File: config.mk
export PLATFORM = sky130hd
export DESIGN_NAME = psi_mac
export DESIGN_NICKNAME = d
export VERILOG_FILES = /design/src/hdl/psi_pkg.sv /design/src/hdl/psi_mac.sv
export SDC_FILE = /design/constraint.sdc
export NUM_CORES = 2
export LEC_CHECK = 0
export BUFFER_PORTS_ARGS = -buffer_cell sky130_fd_sc_hd__buf_4
export CAP_MARGIN = 0
export CORE_ASPECT_RATIO = 0.75
export CORE_UTILIZATION = 50
export CTS_CLUSTER_DIAMETER = 150
export DETAILED_ROUTE_END_ITERATION = 12
export MAX_ROUTING_LAYER = met4
export PLACE_DENSITY = 0.66
export RECOVER_POWER = 100
export SKIP_LAST_GASP = 1
export SLEW_MARGIN = 10
export SYNTH_ARGS = -nofsm -noshare
export SYNTH_HDL_FRONTEND = slang
export SYNTH_SLANG_ARGS = --single-unit
File: constraint.sdc
create_clock -name clk -period 10 [get_ports clk]
set_input_delay 0.5 -clock clk [delete_from_list [all_inputs] [get_ports clk]]
set_output_delay 0.5 -clock clk [all_outputs]
set_load 0.005 [all_outputs]
File: src/hdl/psi_pkg.sv
package psi_pkg;

	localparam int SYM_W       = 16;
	localparam int COEF_W      = 18;
	localparam int OUT_W       = 24;
	localparam int ACT_W       = 2;
	localparam int CIDX_W      = 9;
	localparam int SP_W        = 7;
	localparam int MIN_PERIOD  = 16;
	localparam int ROUND_SHIFT = 16;
	localparam int CFG_IDX_W   = 1;
	localparam int CFG_DATA_W  = 7;
	localparam int IN_TDATA_W  = 64;
	localparam int OUT_TDATA_W = 48;

	// A tap of exactly 1.0 in Q1.16, used to pass a held symbol through the MAC unchanged.
	localparam logic signed [COEF_W-1:0] UNITY_TAP = 18'sd65536;

	typedef enum logic [ACT_W-1:0] {
		ACT_LOAD  = 2'd0,
		ACT_PUSH  = 2'd1,
		ACT_CLEAR = 2'd2
	} action_t;

	typedef enum logic [CFG_IDX_W-1:0] {
		REG_SYMBOL_PERIOD = 1'b0,
		REG_SHAPING_MODE  = 1'b1
	} cfg_reg_t;

	typedef enum logic [1:0] {
		ST_IDLE,
		ST_WAIT,
		ST_ISSUE,
		ST_DRAIN
	} seq_state_t;

	typedef struct packed {
		logic vld;
		logic first;
		logic last_term;
		logic eos;
		logic unity;
	} mac_ctrl_t;

	typedef struct packed {
		logic done;
		logic eos;
	} mac_res_t;

endpackage

File: src/hdl/psi_mac.sv
module psi_mac
	import psi_pkg::*;
#(
	parameter int HIST_DEPTH = 7
) (
	input  logic                     clk,
	input  logic                     arst_n,
	input  mac_ctrl_t                term,
	input  logic signed [SYM_W-1:0]  term_re,
	input  logic signed [SYM_W-1:0]  term_im,
	input  logic signed [COEF_W-1:0] tap,
	output mac_res_t                 res,
	output logic signed [OUT_W-1:0]  res_re,
	output logic signed [OUT_W-1:0]  res_im
);

	localparam int PROD_W = SYM_W + COEF_W;
	localparam int SUM_W  = PROD_W + $clog2(HIST_DEPTH) + 1;
	localparam int SAT_W  = OUT_W + ROUND_SHIFT + 1;
	localparam int ACC_W  = (SUM_W > SAT_W) ? SUM_W : SAT_W;
	localparam int SH_W   = ACC_W - ROUND_SHIFT;
	localparam logic signed [ACC_W-1:0] RND_BIAS = ACC_W'(1) << (ROUND_SHIFT - 1);

	mac_ctrl_t                 ctrl_s1, ctrl_s2, ctrl_s3;
	logic signed [SYM_W-1:0]   re_s1, im_s1;
	logic signed [COEF_W-1:0]  tap_eff;
	logic signed [PROD_W-1:0]  prod_re_s2, prod_im_s2;
	logic signed [ACC_W-1:0]   acc_re_q, acc_im_q;

	function automatic logic signed [OUT_W-1:0] round_sat(input logic signed [ACC_W-1:0] a);
		logic signed [ACC_W-1:0] r;
		logic [SH_W-1:0]         s;
		logic [SH_W-OUT_W:0]     hi;
		r  = a + RND_BIAS;
		s  = r[ACC_W-1:ROUND_SHIFT];
		hi = s[SH_W-1:OUT_W-1];
		if (!s[SH_W-1] && (|hi)) begin
			round_sat = {1'b0, {(OUT_W-1){1'b1}}};
		end else if (s[SH_W-1] && !(&hi)) begin
			round_sat = {1'b1, {(OUT_W-1){1'b0}}};
		end else begin
			round_sat = s[OUT_W-1:0];
		end
	endfunction

	always_ff @(posedge clk or negedge arst_n) begin
		if (!arst_n) begin
			ctrl_s1 <= '0;
			ctrl_s2 <= '0;
			ctrl_s3 <= '0;
		end else begin
			ctrl_s1 <= term;
			ctrl_s2 <= ctrl_s1;
			ctrl_s3 <= ctrl_s2;
		end
	end

	// The tap read issued with the term comes back from the RAM alongside stage 1.
	assign tap_eff = ctrl_s1.unity ? UNITY_TAP : tap;

	always_ff @(posedge clk) begin
		re_s1      <= term_re;
		im_s1      <= term_im;
		prod_re_s2 <= PROD_W'(re_s1) * PROD_W'(tap_eff);
		prod_im_s2 <= PROD_W'(im_s1) * PROD_W'(tap_eff);
		if (ctrl_s2.vld) begin
			if (ctrl_s2.first) begin
				acc_re_q <= ACC_W'(prod_re_s2);
				acc_im_q <= ACC_W'(prod_im_s2);
			end else begin
				acc_re_q <= acc_re_q + ACC_W'(prod_re_s2);
				acc_im_q <= acc_im_q + ACC_W'(prod_im_s2);
			end
		end
	end

	assign res.done = ctrl_s3.vld && ctrl_s3.last_term;
	assign res.eos  = ctrl_s3.eos;
	assign res_re   = round_sat(acc_re_q);
	assign res_im   = round_sat(acc_im_q);

endmodule

==> impl_metrics.tcl <==
set metrics [dict create \
    status "complete, but fails checks" \
    violations "capacitance limit, slew limit" \
    syn_area_per_cell_um2 9.110 \
    grt_max_degree 99 \
    drive_above_1_share_pct 5.342 \
    async_flop_share_pct 6.186 \
    clk_path_buf_depth 2 \
    p_leak_nw 16.80 \
    yosys_warnings 0 \
    grt_antenna_before_repair 2 \
    dp_worst_setup_slack_ns 2.017 \
    slew_viol_final 252 \
    clk_latency_ns 0.51 \
    synth_area_um2 32720 \
    cp_slowest_stage_delay_ns 1.22 \
    fin_setup_tns_ns 0 \
    power_density_nw_per_um2 357.4 \
    cp_data_arrival_time_ns 9.07 \
    crit_buf_inv 6 \
    fmax_mhz 115.7 \
    hold_viol_final 0 \
    setup_viol 0 \
    start_util_pct 50.99 \
    grt_pass1_wl_um 131400 \
    grt_pass1_vias 25179 \
    cp-end-kind "register" \
    critical_path_class "reg2reg" \
    worstPathRequired_ns 10.43 \
    crit_fanout 18 \
    crit_family "adder cells" \
    ir_worst_vdd_mv 0.7509 \
    netlist-cell-type-count 77 \
    drc_errors 0 \
    mostFrequentLayoutCells "682 x inv_1, 583 x fa_1, 420 x nand2_1" \
    drt-pass1-iter-count 5 \
    rsz0062_at_grt "false" \
    rows 80 \
    nets 4493 \
    io_pins 107 \
    cp_slowest_cell "nor2b_1" \
    track_usage_pct 25.63 \
    postCtsSetupBuffers 0 \
    die_area_um2 66470 \
    gp_congestion 0.9239 \
    area_growth_pct 6.471 \
    crit_path_start_kind "register" \
    finalCritPeriodShare_pct 86.43 \
    hpwl_um 59930 \
    drt-initial-drc-count 1374 \
    relSlewSlack_pct -191.4 \
    overflow 0 \
    synth-seq-cells 194 \
    htreeDepth 4 \
    totalWireLength_um 76760 \
    root_buffer "clkbuf_16" \
    port_buffers 106 \
    final_common_cell "inv_1" \
    synthCells 3591 \
    maxCapViolCount 4 \
    via_per_inst 5.343 \
    cts_tree "yes" \
    die_h_um 223.5 \
    setup_ws_ns 1.357 \
    cts.clk_slew.worst_paths_ns 0.09 \
    hold_class "in2reg" \
    cts_hold_buf 1 \
    path_cells "buf_4, nor2b_1, clkbuf_1, nand2_1, fa_1, inv_1, fa_1, ha_1, inv_1, fa_1, fa_1, fa_1, inv_1, ha_1, o21ai_0, inv_1, a31oi_1, o21ai_1, nand2_1, a2111oi_0, a41oi_1, a41oi_1, xnor2_1" \
    fin_crit_ns 8.643 \
    timing_worst_slew_pin_value_ns 4.370 \
    ant_nets 0 \
    cts.sinks 194 \
    crit_top_cell "fa_1" \
    dr_total_vias 23909 \
    wl_per_cell_um 17.15 \
    ys.flop_type "dfxtp_1" \
    numCtsBuffers 17 \
    coreArea_um2 64160 \
    synth_edf_count 82 \
    yosysSeqAreaShare_pct 14.56 \
    fp.dieW_um 297.4 \
    syn_nets 4484 \
    worst_clock_skew_ns 0.02184 \
    cts_resized 0 \
]
[synth_stat cells (22+ instances only)]
cell type	number	area [um2]
nor2_1	102	382.9
o21bai_1	22	165.2
inv_1	682	2560
clkbuf_1	130	488.0
nand2b_1	23	143.9
a21o_1	58	435.4
nand3_1	48	240.2
xor2_1	87	762.0
and3_1	34	212.7
ha_1	253	3166
edfxtp_1	82	2462
o21ai_0	115	575.6
dfxtp_1	100	2002
and2_1	276	1727
fa_1	583	11670
xnor2_1	100	875.8
a21oi_1	181	905.9
nor2b_1	33	206.5
nand2_1	420	1577
[path summary, 6_finish.rpt]
check / cells after the start / from / slack (ns) / end
worst max-delay path: 23 / ctrl_s1[0]$_DFF_PN0_ / 1.36 / prod_re_s2[33]$_DFF_P_
worst min-delay path: 1 / term_re[5] / 0.10 / re_s1[5]$_DFF_P_
worst max register to register: 23 / ctrl_s1[0]$_DFF_PN0_ / 1.36 / prod_re_s2[33]$_DFF_P_
worst min register to register: 0 / ctrl_s1[2]$_DFF_PN0_ / 0.35 / ctrl_s2[2]$_DFF_PN0_
max in group asynchronous: 2 / arst_n / 9.01 / res[0]$_DFF_PN0_
min in group asynchronous: 2 / arst_n / 0.55 / ctrl_s1[4]$_DFF_PN0_
[stage by stage]
stage / cells / cell area (um2) / hold WS, ns / total power [mW] / utilization, %
4_1_cts: 4474 / 34890 / 0.04248 / 12.61 / 54.38
3_5_place_dp: 4441 / 34320 / 0.3363 / 11.83 / 53.48
6_report: 4475 / 34830 / 0.1032 / 12.45 / 54.29
3_3_place_gp: 4441 / 34320 / 0.3322 / 11.77 / 53.48
5_1_grt: 4475 / 34830 / 0.08743 / 13.96 / 54.29
2_1_floorplan: 3591 / 32720 / 0.2044 / 9.281 / -
[worst register-to-register path, delay by kind of cell (launching register included)]
kind            cells  cell delay [ns]
fa+ha+maj           7             2.78
compound gates      6             2.19
simple gates        3             1.51
buf+inv             6             1.33
flops               1             0.63
xor+xnor            1             0.14
[registers in the layout, summed over array words and instances, names as in the netlist]
name,cells
acc_im_q,41
acc_re_q,41
ctrl_s1,5
ctrl_s2,4
ctrl_s3,2
im_s1,16
prod_im_s2,34
prod_re_s2,34
re_s1,16
res,1
[report_power, final]
| part | total, mW | switching [mW] | internal (mW) |
|---|---|---|---|
| combinational | 10.1 | 5.64 | 4.41 |
| sequential | 1.70 | 0.348 | 1.35 |
| clock | 0.699 | 0.346 | 0.353 |
| total | 12.4 | 6.34 | 6.11 |
[area by class of cell]
class                      count  area, um2
fill                        5903      29330
timing repair buffer         135      989.7
multi-input combinational   2570      24870
clock inverter                12      117.6
tap                          861       1077
antenna                        1      2.502
sequential                   194       4765
inverter                     682       2560
clock buffer                  20      446.7
[layer usage]
layer	GRT usage (%)	part of all wire (%)	vias to the layer above
met2	41.25	47	626
met5	-	0	-
met4	6.485	1.9	0
li1	-	-	11261
met1	33.79	45	11921
met3	4.217	5.7	101
[logic make-up (layout without fill, tap and decap cells)]
family                     Yosys count  in the layout  share of synthesized area (%)
AOI/OAI and AO/OA                  517            517                          9.768
DFF                                194            194                          14.56
muxes                               10             10                         0.3289
and+or+nand+nor                   1020           1020                          15.47
adders and majority gates          836            836                          45.35
buffers and inverters              827            849                          9.515
xor gates and xnor gates           187            187                          5.006
other                                0              1                              0
Note: power is estimated with default switching activity, not from simulation.
