===== src/hdl/psi_pkg.sv =====
package psi_pkg;

	localparam int SYM_W       = 16;
	localparam int COEF_W      = 18;
	localparam int OUT_W       = 24;
	localparam int ACT_W       = 2;
	localparam int CIDX_W      = 9;
	localparam int SP_W        = 7;
	localparam int MIN_PERIOD  = 16;
	localparam int ROUND_SHIFT = 16;
	localparam int CFG_IDX_W   = 1;
	localparam int CFG_DATA_W  = 7;
	localparam int IN_TDATA_W  = 64;
	localparam int OUT_TDATA_W = 48;

	// A tap of exactly 1.0 in Q1.16, used to pass a held symbol through the MAC unchanged.
	localparam logic signed [COEF_W-1:0] UNITY_TAP = 18'sd65536;

	typedef enum logic [ACT_W-1:0] {
		ACT_LOAD  = 2'd0,
		ACT_PUSH  = 2'd1,
		ACT_CLEAR = 2'd2
	} action_t;

	typedef enum logic [CFG_IDX_W-1:0] {
		REG_SYMBOL_PERIOD = 1'b0,
		REG_SHAPING_MODE  = 1'b1
	} cfg_reg_t;

	typedef enum logic [1:0] {
		ST_IDLE,
		ST_WAIT,
		ST_ISSUE,
		ST_DRAIN
	} seq_state_t;

	typedef struct packed {
		logic vld;
		logic first;
		logic last_term;
		logic eos;
		logic unity;
	} mac_ctrl_t;

	typedef struct packed {
		logic done;
		logic eos;
	} mac_res_t;

endpackage


===== src/hdl/psi_seq.sv =====
module psi_seq
	import psi_pkg::*;
#(
	parameter int SPAN_SYMBOLS = 6,
	parameter int TAP_DEPTH    = 385,
	parameter int AW           = 9,
	parameter int PW           = 7,
	parameter int PCW          = 6
) (
	input  logic                     clk,
	input  logic                     arst_n,
	input  logic                     in_valid,
	output logic                     in_ready,
	input  action_t                  action,
	input  logic [CIDX_W-1:0]        coef_index,
	input  logic signed [COEF_W-1:0] coef_value,
	input  logic signed [SYM_W-1:0]  sym_re,
	input  logic signed [SYM_W-1:0]  sym_im,
	input  logic [PW-1:0]            period,
	input  logic                     shaping_mode,
	input  logic                     out_free,
	input  logic                     mac_done,
	output logic                     ram_we,
	output logic [AW-1:0]            ram_waddr,
	output logic signed [COEF_W-1:0] ram_wdata,
	output logic [AW-1:0]            ram_raddr,
	output mac_ctrl_t                term,
	output logic signed [SYM_W-1:0]  term_re,
	output logic signed [SYM_W-1:0]  term_im
);

	localparam int HIST_DEPTH = SPAN_SYMBOLS + 1;
	localparam int JW         = $clog2(HIST_DEPTH);

	seq_state_t              state_q, state_d;
	logic [PCW-1:0]          p_q;
	logic [JW-1:0]           j_q;
	logic [AW-1:0]           k_q;
	logic signed [SYM_W-1:0] hist_re_q [HIST_DEPTH];
	logic signed [SYM_W-1:0] hist_im_q [HIST_DEPTH];
	logic                    hist_push, hist_clear;
	logic                    p_last;
	logic [JW-1:0]           j_last;
	logic                    idx_ok;

	assign p_last    = (PW'(p_q) == (period - PW'(1)));
	// Only the first phase reaches the final tap of the pulse.
	assign j_last    = (p_q == '0) ? JW'(SPAN_SYMBOLS) : JW'(SPAN_SYMBOLS - 1);
	assign idx_ok    = (32'(coef_index) < 32'(TAP_DEPTH));
	assign ram_waddr = AW'(coef_index);
	assign ram_wdata = coef_value;
	assign ram_raddr = k_q;
	assign term_re   = hist_re_q[j_q];
	assign term_im   = hist_im_q[j_q];

	always_ff @(posedge clk or negedge arst_n) begin
		if (!arst_n) begin
			state_q <= ST_IDLE;
		end else begin
			state_q <= state_d;
		end
	end

	always_comb begin
		state_d    = state_q;
		in_ready   = 1'b0;
		ram_we     = 1'b0;
		hist_push  = 1'b0;
		hist_clear = 1'b0;
		term       = '0;
		case (state_q)
			ST_IDLE: begin
				in_ready = 1'b1;
				if (in_valid) begin
					case (action)
						ACT_LOAD: begin
							ram_we = idx_ok;
						end
						ACT_PUSH: begin
							hist_push = 1'b1;
							state_d   = ST_WAIT;
						end
						ACT_CLEAR: begin
							hist_clear = 1'b1;
						end
						default: begin
						end
					endcase
				end
			end
			ST_WAIT: begin
				if (out_free) begin
					state_d = ST_ISSUE;
				end
			end
			ST_ISSUE: begin
				term.vld       = 1'b1;
				term.first     = (j_q == '0);
				term.unity     = !shaping_mode;
				term.last_term = !shaping_mode || (j_q == j_last);
				term.eos       = p_last;
				if (term.last_term) begin
					state_d = ST_DRAIN;
				end
			end
			ST_DRAIN: begin
				if (mac_done) begin
					state_d = p_last ? ST_IDLE : ST_WAIT;
				end
			end
			default: begin
				state_d = ST_IDLE;
			end
		endcase
	end

	always_ff @(posedge clk or negedge arst_n) begin
		if (!arst_n) begin
			p_q <= '0;
			j_q <= '0;
			k_q <= '0;
		end else if (state_q == ST_IDLE) begin
			p_q <= '0;
			j_q <= '0;
			k_q <= '0;
		end else if (state_q == ST_ISSUE) begin
			j_q <= j_q + JW'(1);
			k_q <= k_q + AW'(period);
		end else if (state_q == ST_DRAIN && mac_done) begin
			p_q <= p_q + PCW'(1);
			j_q <= '0;
			k_q <= AW'(p_q) + AW'(1);
		end
	end

	always_ff @(posedge clk or negedge arst_n) begin
		if (!arst_n) begin
			for (int i = 0; i < HIST_DEPTH; i++) begin
				hist_re_q[i] <= '0;
				hist_im_q[i] <= '0;
			end
		end else if (hist_clear) begin
			for (int i = 0; i < HIST_DEPTH; i++) begin
				hist_re_q[i] <= '0;
				hist_im_q[i] <= '0;
			end
		end else if (hist_push) begin
			for (int i = HIST_DEPTH - 1; i > 0; i--) begin
				hist_re_q[i] <= hist_re_q[i-1];
				hist_im_q[i] <= hist_im_q[i-1];
			end
			hist_re_q[0] <= sym_re;
			hist_im_q[0] <= sym_im;
		end
	end

`ifndef SYNTH
	a_phase_in_range: assert property (@(posedge clk) disable iff (!arst_n)
		state_q == ST_ISSUE |-> PW'(p_q) < period)
		else $error("phase counter ran past the symbol period");

	a_done_in_drain: assert property (@(posedge clk) disable iff (!arst_n)
		mac_done |-> state_q == ST_DRAIN)
		else $error("MAC finished a sample the sequencer was not waiting for");
`endif

endmodule

===== config.mk =====
export PLATFORM = sky130hd
export DESIGN_NAME = psi_seq
export DESIGN_NICKNAME = d
export VERILOG_FILES = /design/src/hdl/psi_pkg.sv /design/src/hdl/psi_seq.sv
export SDC_FILE = /design/constraint.sdc
export NUM_CORES = 1
export LEC_CHECK = 0
export BUFFER_PORTS_ARGS = -buffer_cell sky130_fd_sc_hd__buf_4
export CAP_MARGIN = 20
export CORE_MARGIN = 1.5
export CORE_UTILIZATION = 63
export DETAILED_ROUTE_END_ITERATION = 10
export PLACE_DENSITY = 0.95
export SLEW_MARGIN = 20
export SYNTH_ARGS = -nofsm -noshare
export SYNTH_HDL_FRONTEND = slang
export SYNTH_SLANG_ARGS = --single-unit

===== constraint.sdc =====
create_clock -name clk -period 4.45 [get_ports clk]
set_input_delay 0.6675 -clock clk [delete_from_list [all_inputs] [get_ports clk]]
set_output_delay 0.6675 -clock clk [all_outputs]
set_load 0.02 [all_outputs]

==> results.ini <==
[status]
status = finished clean

[sta]
fin_crit_sh_pct = 81.4
min_period_ns = 3.62
skew_ns = 0.0127
rsz0062_at_grt = false
setup_tns_ns = 0
setup_violations = 0
hold_viol = 0
max_freq_mhz = 276
tightest_slew_ns = 1.14
slew-limit-headroom_pct = 24.2
slew_viol_final = 0
fin_ws_ns = 0.830

[clock_network]
post_cts_buffers = 0
clockBufferDepth = 3
insertion_delay_ns = 0.51
cts_hold_buf = 0
cts-root-buf = clkbuf_16
numCtsBuffers = 24
cts_tree = done
cts_max_level = 1
clkSinkCount = 244
clkTransAtPathRegs_ns = 0.06
cts_resized = 0

[drt]
vias_per_cell = 6.82
initialDrtViolationCount = 906
routed_wl_um = 26700
ant_nets = 0
route.detailed.drc = 0
num_vias = 8524
dr.pass1.iters = 5
wl_per_cell_um = 21.4

[run]
drv_cap = 0

[worst_setup_path]
critical_path.cell_chain = nor2_2, buf_4, a21oi_1, a21oi_1, buf_4
r2r_slack_ns = 1.46
critical_path.startpoint_type = flip-flop
r2r_start = state_q[0]
cp.arrival_ns = 2.95
cp-end-kind = primary output
cpPeakStageDelay_ns = 1.18
reg2regPathDepth = 5
path_max_fanout = 70
critical_path_class = reg -> out
critPathSlowestCell = dfrtp_4
critical_path_required_ns = 3.78
timing.rr.end = hist_re_q[103]

[placement]
dp_hpwl_um = 15100
routabilityCongestion = 0.911
place_worst_setup_slack_ns = 1.32
port_buffers = 112

[synth]
yosys_most_used_dff = dfrtp_1
synth_edf_count = 0
avgSynthCellArea_sq_um = 11.9
synth_fp_nets = 1057
synth_common_cells = dfrtp_1 (244), a22o_1 (226), nor2_1 (82)
synthesis.area_sq_um = 11500
synthDominantCellAreaShare_pct = 53.2
synth.distinct_cells = 48
synth_top_cell_by_area = dfrtp_1
synthTopCellsByArea = dfrtp_1 (53%), a22o_1 (17%), mux4_2 (6.3%), a21oi_1 (3.3%), mux2i_1 (2.8%)
ys_ff_latch = 244
async_flop_share_pct = 100
synth_cells = 966
yosys_warnings = 0
synth_seq_area_share_pct = 53.2
yosysMostFrequentCell = dfrtp_1

[pwr]
power_frac_comb_pct = 33.0
internal_power_uw = 5290
p_sw_uw = 2870
p_leak_uw = 0.00610
p_per_area_nw_per_um2 = 623
irDropWorstVdd_v = 0.000441
p_sw_share_pct = 35.2
seqPwrFrac_pct = 40.0
clockPowerShare_pct = 27.0

[global_route]
grt_pass1_wl_um = 43700
grtUsageTotal_pct = 27.8
grt_pass1_vias = 8502
grt_max_degree = 225
antenna_found_initial = 0
overflow = 0

[finish]
diodes = 0
fin_nets = 1094
syn2layout_area_growth_pct = 14.0
fillers = 1102
drive_above_1_share_pct = 20.3
multiInputGateArea_sq_um = 4790
seqCellArea_sq_um = 6110
post-route-util_pct = 73.1

[die]
die_height_um = 138
start_util_pct = 64.2
die_w_um = 138
core_area_sq_um = 17900
io_pins = 149
dieArea_sq_um = 19100
rows = 49

[min_path]
hp-class = in -> async

how the worst max path moves through the flow:
stage	start	end	slack, ns	depth (start not counted)
global route	j_q[0]	term_im[4]	0.65	5
floorplan	period[1]	term[1]	1.51	7
finish	j_q[1]	term_re[14]	0.83	5
global placement	period[1]	term[1]	1.37	9
detailed placement	period[1]	term[1]	1.32	9
CTS	j_q[0]	term_im[4]	0.83	5
layer usage:
layer / wire [um] / global-route usage (%) / share of wire [%]
met3: 1650 / 3.60 / 6.2
met5: 0 / 0 / 0
met2: 13100 / 44.4 / 49
met1: 11100 / 39.6 / 42
met4: 788 / 10.6 / 3.0
metrics by stage:
stage / area (sq um) / hold slack, ns / cells / total power [uW]
floorplan: 11500 / 0.372 / 966 / 4970
global placement: 12200 / 0.481 / 1206 / 5770
detailed placement: 12200 / 0.488 / 1206 / 5910
CTS: 13100 / 0.205 / 1250 / 8160
global route: 13100 / 0.248 / 1250 / 8530
finish: 13100 / 0.184 / 1250 / 8150
worst max-delay path: cells and delay by family, from the launching register on:
| kind | cells | cell delay, ns |
|---|---|---|
| compound gates | 2 | 0.38 |
| buf+inv | 2 | 0.53 |
| flops | 1 | 1.18 |
| simple gates | 1 | 0.33 |
flip-flops by register name (all words and copies together) (netlist names):
register   cells
ram_raddr      9
hist_re_q    112
j_q            3
p_q            6
hist_im_q    112
state_q        2
layout by cell type (no fill, tap or decap), types with 4 or more instances in the layout:
cell,netlist,final
ha_1,16,16
dfrtp_1,244,241
nor3_1,7,7
clkinv_2,0,5
o31ai_1,6,6
clkbuf_8,0,6
nand2b_1,10,10
buf_4,28,117
clkbuf_16,0,25
a31oi_1,5,5
xnor2_1,7,7
o21ai_0,20,20
mux2i_1,32,32
inv_1,15,15
xor2_1,4,4
a21oi_1,76,76
mux4_2,32,32
buf_12,0,4
nor2b_1,6,6
bufinv_16,0,4
a22o_1,226,226
nand2_1,24,24
nor2_1,82,81
cell type report:
class | instances | share of cell area [%]
Sequential cell | 244 | 46.7
Inverter | 15 | 0.430
Multi-Input combinational cell | 596 | 36.6
Clock buffer | 34 | 5.50
Tap cell | 229 | 2.19
Timing Repair Buffer | 122 | 7.43
Clock inverter | 10 | 1.17
power groups by stage:
stage	Sequential, uW	Clock, uW	Combinational (uW)
2_1_floorplan	2980	0	1990
3_3_place_gp	3220	0	2550
3_5_place_dp	3260	0	2650
4_1_cts	3250	2230	2680
5_1_grt	3320	2320	2890
6_report	3260	2200	2690
cells by family (layout without fill, tap and decap cells):
group                    after synthesis  count (layout)  share of synthesized area, %
adder cells (fa/ha/maj)               17              17                          1.92
XOR/XNOR                              11              11                         0.839
flip-flops                           244             244                          53.2
buffers and inverters                126             181                          5.36
AND/OR/NAND/NOR                      152             152                          6.15
AO/OA/AOI/OAI                        351             351                          23.4
multiplexers                          65              65                          9.16
Power figures use the tool's default switching activity.
